<file path="src/sv/rht_pkg.sv">
package rht_pkg;

  localparam int unsigned INDEX_BITS_DEF  = 8;
  localparam int unsigned PROBE_SLACK_DEF = 16;
  localparam int unsigned DATA_BITS_DEF   = 32;

  localparam int unsigned KEY_W   = 64;
  localparam int unsigned PAY_W   = 32;
  localparam int unsigned LIM_W   = 5;
  localparam int unsigned OCC_W   = 9;
  localparam logic [LIM_W-1:0] LIMIT_RESET = 5'd7;

  localparam logic FUNC_INSERT = 1'b0;
  localparam logic FUNC_LOOKUP = 1'b1;

  typedef enum logic [2:0] {
    ST_INSERTED = 3'd0,
    ST_DUP      = 3'd1,
    ST_OVERFLOW = 3'd2,
    ST_FOUND    = 3'd3,
    ST_MISS     = 3'd4
  } status_e;

  typedef struct packed {
    logic             func;
    logic [KEY_W-1:0] key;
    logic [PAY_W-1:0] payload;
  } rht_in_t;

  typedef struct packed {
    status_e          status;
    logic [PAY_W-1:0] found_payload;
    logic [KEY_W-1:0] dropped_key;
    logic [PAY_W-1:0] dropped_payload;
    logic [OCC_W-1:0] occupancy;
    logic             over_half;
  } rht_out_t;

  typedef struct packed {
    logic    clr;
    logic    load;
    logic    rd;
    logic    step;
    logic    swap;
    logic    put;
    logic    fin;
    status_e code;
    logic    out_load;
  } rht_cmd_t;

  typedef struct packed {
    logic clr_last;
    logic lookup;
    logic at_limit;
    logic guard_hit;
    logic hit;
    logic empty;
    logic farther;
  } rht_sts_t;

endpackage

</file>
<file path="src/sv/rht_ctrl.sv">
module rht_ctrl import rht_pkg::*; (
  input  logic     clk_i,
  input  logic     rst_ni,
  input  logic     in_valid_i,
  output logic     in_ready_o,
  output logic     out_valid_o,
  input  logic     out_ready_i,
  input  rht_sts_t sts_i,
  output rht_cmd_t cmd_o
);

  typedef enum logic [2:0] {
    S_CLEAR,
    S_IDLE,
    S_CHECK,
    S_EVAL,
    S_OUT
  } state_e;

  state_e state_q, state_d;
  logic   out_valid_q, out_valid_d;

  always_comb begin
    state_d = state_q;
    cmd_o   = '0;
    cmd_o.code = ST_INSERTED;
    case (state_q)
      S_CLEAR: begin
        cmd_o.clr = 1'b1;
        if (sts_i.clr_last) state_d = S_IDLE;
      end
      S_IDLE: begin
        if (in_valid_i) begin
          cmd_o.load = 1'b1;
          state_d    = S_CHECK;
        end
      end
      S_CHECK: begin
        if (sts_i.at_limit || (!sts_i.lookup && sts_i.guard_hit)) begin
          cmd_o.fin  = 1'b1;
          cmd_o.code = sts_i.lookup ? ST_MISS : ST_OVERFLOW;
          state_d    = S_OUT;
        end else begin
          cmd_o.rd = 1'b1;
          state_d  = S_EVAL;
        end
      end
      S_EVAL: begin
        if (sts_i.hit) begin
          cmd_o.fin  = 1'b1;
          cmd_o.code = sts_i.lookup ? ST_FOUND : ST_DUP;
          state_d    = S_OUT;
        end else if (sts_i.lookup) begin
          cmd_o.step = 1'b1;
          state_d    = S_CHECK;
        end else if (sts_i.empty) begin
          cmd_o.put  = 1'b1;
          cmd_o.fin  = 1'b1;
          cmd_o.code = ST_INSERTED;
          state_d    = S_OUT;
        end else if (sts_i.farther) begin
          cmd_o.step = 1'b1;
          state_d    = S_CHECK;
        end else begin
          cmd_o.swap = 1'b1;
          state_d    = S_CHECK;
        end
      end
      S_OUT: begin
        if (!out_valid_q || out_ready_i) begin
          cmd_o.out_load = 1'b1;
          state_d        = S_IDLE;
        end
      end
      default: state_d = S_IDLE;
    endcase
  end

  assign out_valid_d = (out_valid_q && !out_ready_i) || cmd_o.out_load;

  always_ff @(posedge clk_i or negedge rst_ni) begin
    if (!rst_ni) begin
      state_q     <= S_CLEAR;
      out_valid_q <= 1'b0;
    end else begin
      state_q     <= state_d;
      out_valid_q <= out_valid_d;
    end
  end

  assign in_ready_o  = (state_q == S_IDLE);
  assign out_valid_o = out_valid_q;

endmodule

</file>
<file path="config.mk">
export PLATFORM = sky130hd
export DESIGN_NAME = rht_ctrl
export DESIGN_NICKNAME = d
export VERILOG_FILES = /design/src/sv/rht_pkg.sv /design/src/sv/rht_ctrl.sv
export SDC_FILE = /design/constraint.sdc
export NUM_CORES = 1
export LEC_CHECK = 0
export BUFFER_PORTS_ARGS = -buffer_cell sky130_fd_sc_hd__buf_2
export CAP_MARGIN = 10
export CORE_AREA = 2 2 39 41
export DETAILED_ROUTE_END_ITERATION = 8
export DIE_AREA = 0 0 41 43
export HOLD_SLACK_MARGIN = 0.1
export SLEW_MARGIN = 30
export SYNTH_ARGS = -nofsm -noshare
export SYNTH_HDL_FRONTEND = slang
export SYNTH_SLANG_ARGS = --single-unit
</file>
<file path="constraint.sdc">
create_clock -name clk_i -period 1.45 [get_ports clk_i]
set_clock_uncertainty 0.1 [all_clocks]
set_input_delay 0.0725 -clock clk_i [delete_from_list [all_inputs] [get_ports clk_i]]
set_output_delay 0.0725 -clock clk_i [all_outputs]
set_load 0.05 [all_outputs]
</file>
* After elaboration in Yosys (flattened, before gate mapping)
Cells that the tools add are included.
** Word-level totals
- Flip-flop bits (word level) :: 4
- Logic and storage cells :: 47
- Bits of input ports :: 11
- Output and inout bits :: 13
** Cells by class
- Reductions and logical operators :: 10
- Equality and inequality tests :: 7
- Multiplexer cells :: 28
** Operator list (number)
- 2-to-1 mux 3 bit :: 10
- case mux 3 bit (5 select lines) :: 1
- 2-to-1 mux 1 bit :: 10
- 2-to-1 mux 4 bit :: 2
- case mux 4 bit (2 select lines) :: 1
- equality test 3 x 2 -> 1 bit, second input constant :: 2
- 2-to-1 mux 6 bit :: 1
- inequality test 2 bit, second input constant :: 3
- 2-to-1 mux 5 bit :: 1
- 2-to-1 mux 2 bit :: 2
- equality test 3 x 1 -> 1 bit, second input constant :: 1
- equality test 3 bit, second input constant :: 1
- logical NOT 1 bit :: 3
- logical NOT 3 bit :: 1
- logical OR 1 bit :: 3
- AND reduction 3 bit :: 1
- logical AND 1 bit :: 2

* Depth between registers and ports, before layout
- Depth after elaboration :: 5
- Depth in mapped cells :: 4
- Depth with buffers taken out :: 3

* Worst setup path after synthesis
OpenSTA, ideal clock, no wires.
- Path kind :: reg2out
- From :: register state_q[1]
- To :: output cmd_o[9] (netlist bit)
- Arrival :: 2.321 ns
- Required time :: 1.278 ns
- Slack :: -1.044 ns
- Stages on the path, launching flop included :: 4
- Path buffers :: 1
- Cell sequence :: dfrtp_1 > buf_4 > nor3b_1 > and2_1
** RTL lines
- start: declaration :: RTL line rht_ctrl.sv:20 : state_e state_q, state_d;
- start signal: assignment :: RTL line rht_ctrl.sv:86 : state_q <= state_d;
- end: declaration :: RTL line rht_ctrl.sv:9 : output rht_cmd_t cmd_o

==> flow_metrics.tcl <==
set metrics [dict create \
    startpoint "state_q[2]" \
    synthCells 42 \
    instances_no_fill 98 \
    synthArstFlopShare_pct 100 \
    hp-class "in -> reg" \
    vdd_drop_max_v 0.00109 \
    port_buffers 23 \
    drt-total-wl_mm 1.34 \
    coreArea_sq_um 1380 \
    min_period_ps 1580 \
    grt_use_total_pct 17.7 \
    hpwl_um 912 \
    rsz0062_at_grt "yes" \
    synth_edf_count 0 \
    grt_max_degree 8 \
    avgSynthCellArea_sq_um 8.37 \
    drc 0 \
    setup_tns_ps -749 \
    ys_seq_elements 4 \
    holdWs_ps 125 \
    clk_latency_ps 240 \
    drtPass1Iterations 4 \
    yosys-top-cells-area "dfrtp_1 (28%), buf_6 (6.4%), nor2_1 (5.3%)" \
    met3_length_um 45 \
    end_kind "output pin" \
    report.final.slew_viol_count 0 \
    worst_slew_pin_slew_ps 339 \
    row_count 14 \
    num_antenna_cells 0 \
    power_density_nw_per_um2 2030 \
    cp_max_fo 5 \
    final_core_util_pct 58.1 \
    ys_seq_area_share_pct 28.5 \
    fin_ws_ps -127 \
    status "finished with violations" \
    slew_headroom_pct 77.3 \
    cts-buffers-inserted 3 \
    ys.flop_type "dfrtp_1" \
    synth_top_area_cell "dfrtp_1" \
    start_util_pct 25.4 \
    die_area_sq_um 1760 \
    first_global_vias 459 \
    synth_nets 53 \
    place_area_sq_um 569 \
    gp_congestion 0.797 \
    clk_pin_slew_ps 30 \
    wl_met2_um 745 \
    nets 95 \
    wl_met1_um 504 \
    grt_pass1_wl_mm 2.05 \
    synth_cell_type_count 23 \
    drt_iter0_drc 5 \
    drive_gt1_share_pct 68.3 \
    p_leak_nw 0.372 \
    cts_tree "done" \
    hp-start "sts_i[4]" \
    io_pins 24 \
    cts_buffer_depth 2 \
    clock-sinks 4 \
    clockRootBuffer "clkbuf_4" \
    syn_to_final_growth_pct 129 \
    maxUsedRoutingLayer "met4" \
    startpoint_type "flop" \
    finalHoldViolations 0 \
    ant_nets 0 \
    maxCapViolCount 0 \
    fin_crit_sh_pct 109 \
    fmax_mhz 634 \
    die_w_um 41 \
    critical_path_arrival_ps 1400 \
    die_h_um 43 \
    yosysWarnings 0 \
    setup.worst_path.class "reg -> out" \
    antenna_found_initial 0 \
    grt.overflow.total 0 \
    dpl.cell_count 85 \
    vias 479 \
    htree_levels 1 \
    synth.top_cell.area_share_pct 28.5 \
    cp_data_required_time_ps 1280 \
    r2r_start "state_q[1]" \
    final_cell_area_sq_um 805 \
    violations "negative setup slack" \
    syn-cell-area_sq_um 352 \
    setup-violations-final 11 \
    routed_via_density 4.89 \
    routedWlPerCell_um 13.6 \
]
## critical path, cell delays in order (launching register included)
cell and delay [ps]:
dfrtp_2 430, nor3b_2 220, buf_4 150, nor3b_4 190, buf_6 180
## cell families after synthesis
family	after synthesis	synth area share [%]
buffers and inverters	5	10.7
AO/OA/AOI/OAI	9	17.1
flip-flops	4	28.5
AND/OR/NAND/NOR	24	43.8
## cells in the final DEF, fill, tap and decap left out, types with 2 or more instances in the layout
cell,instances
nor3b_4,2
dfrtp_1,3
clkbuf_4,4
inv_1,2
o31a_1,2
buf_8,2
nor3_4,2
nand2_1,3
nor2_2,2
buf_2,11
dlygate4sd3_1,3
buf_6,15
buf_4,8
a21oi_1,2
nor2b_1,3
nor2_1,2
## per-layer routing
| metal | vias to the layer above | global-route usage [%] |
|---|---|---|
| met5 | - | 0 |
| met4 | 0 | 12.0 |
| met3 | 5 | 3.14 |
| met2 | 16 | 28.7 |
| met1 | 224 | 19.5 |
| li1 | 234 | - |
## flip-flops by register name, indices dropped and copies added (netlist names)
name	flops
state_q	3
out_valid_o	1
## where the power goes
| part | internal, W | total (W) | leakage, nW | switching [W] |
|---|---|---|---|---|
| logic | 0.000576 | 0.00129 | 0.308 | 0.000711 |
| clock network | 0.0000927 | 0.000141 | 0.0138 | 0.0000482 |
| registers | 0.000160 | 0.000205 | 0.0505 | 0.0000447 |
## timing repair
item | 4_1_cts | 5_1_grt
hold endpoints to repair | 6 | 0
hold buffers | 3 | 0
resized for setup | 25 | 15
pin swaps | 2 | 6
endpoints found under the setup margin | 10 | 14
buffers inserted | 4 | 3
## cell usage after synthesis (all sizes together) (2+ instances only)
cell,number
nor3b,3
o21ai,2
a21oi,2
nor3,2
nor4,2
buf,3
nor2b,3
inv,2
dfrtp,4
nand2,4
o31a,2
nor2,5
## final cells by class
class | instances | area (sq um)
Tap cell | 16 | 20.0
Inverter | 2 | 7.51
Sequential cell | 4 | 101
Clock buffer | 3 | 22.5
Multi-Input combinational cell | 33 | 302
Timing Repair Buffer | 40 | 352
Fill cell | 132 | 579
## per-stage QoR
stage	setup WS, ps	total power (W)
finish	-127	0.00163
global route	-193	0.00172
CTS	-133	0.00145
detailed placement	34.9	0.00113
global placement	31.3	0.00112
floorplan	-272	0.000928
## path summary, 6_finish.rpt
kind	end	slack, ps	cells past startpoint
setup / recovery	cmd_o[8]	-130	4
hold / removal	state_q[2]	120	3
setup reg to reg	state_q[1]	-10	5
hold reg to reg	out_valid_o	420	2
max in group asynchronous	state_q[2]	410	3
min in group asynchronous	state_q[1]	630	3
Note: power is estimated with default switching activity, not from simulation.
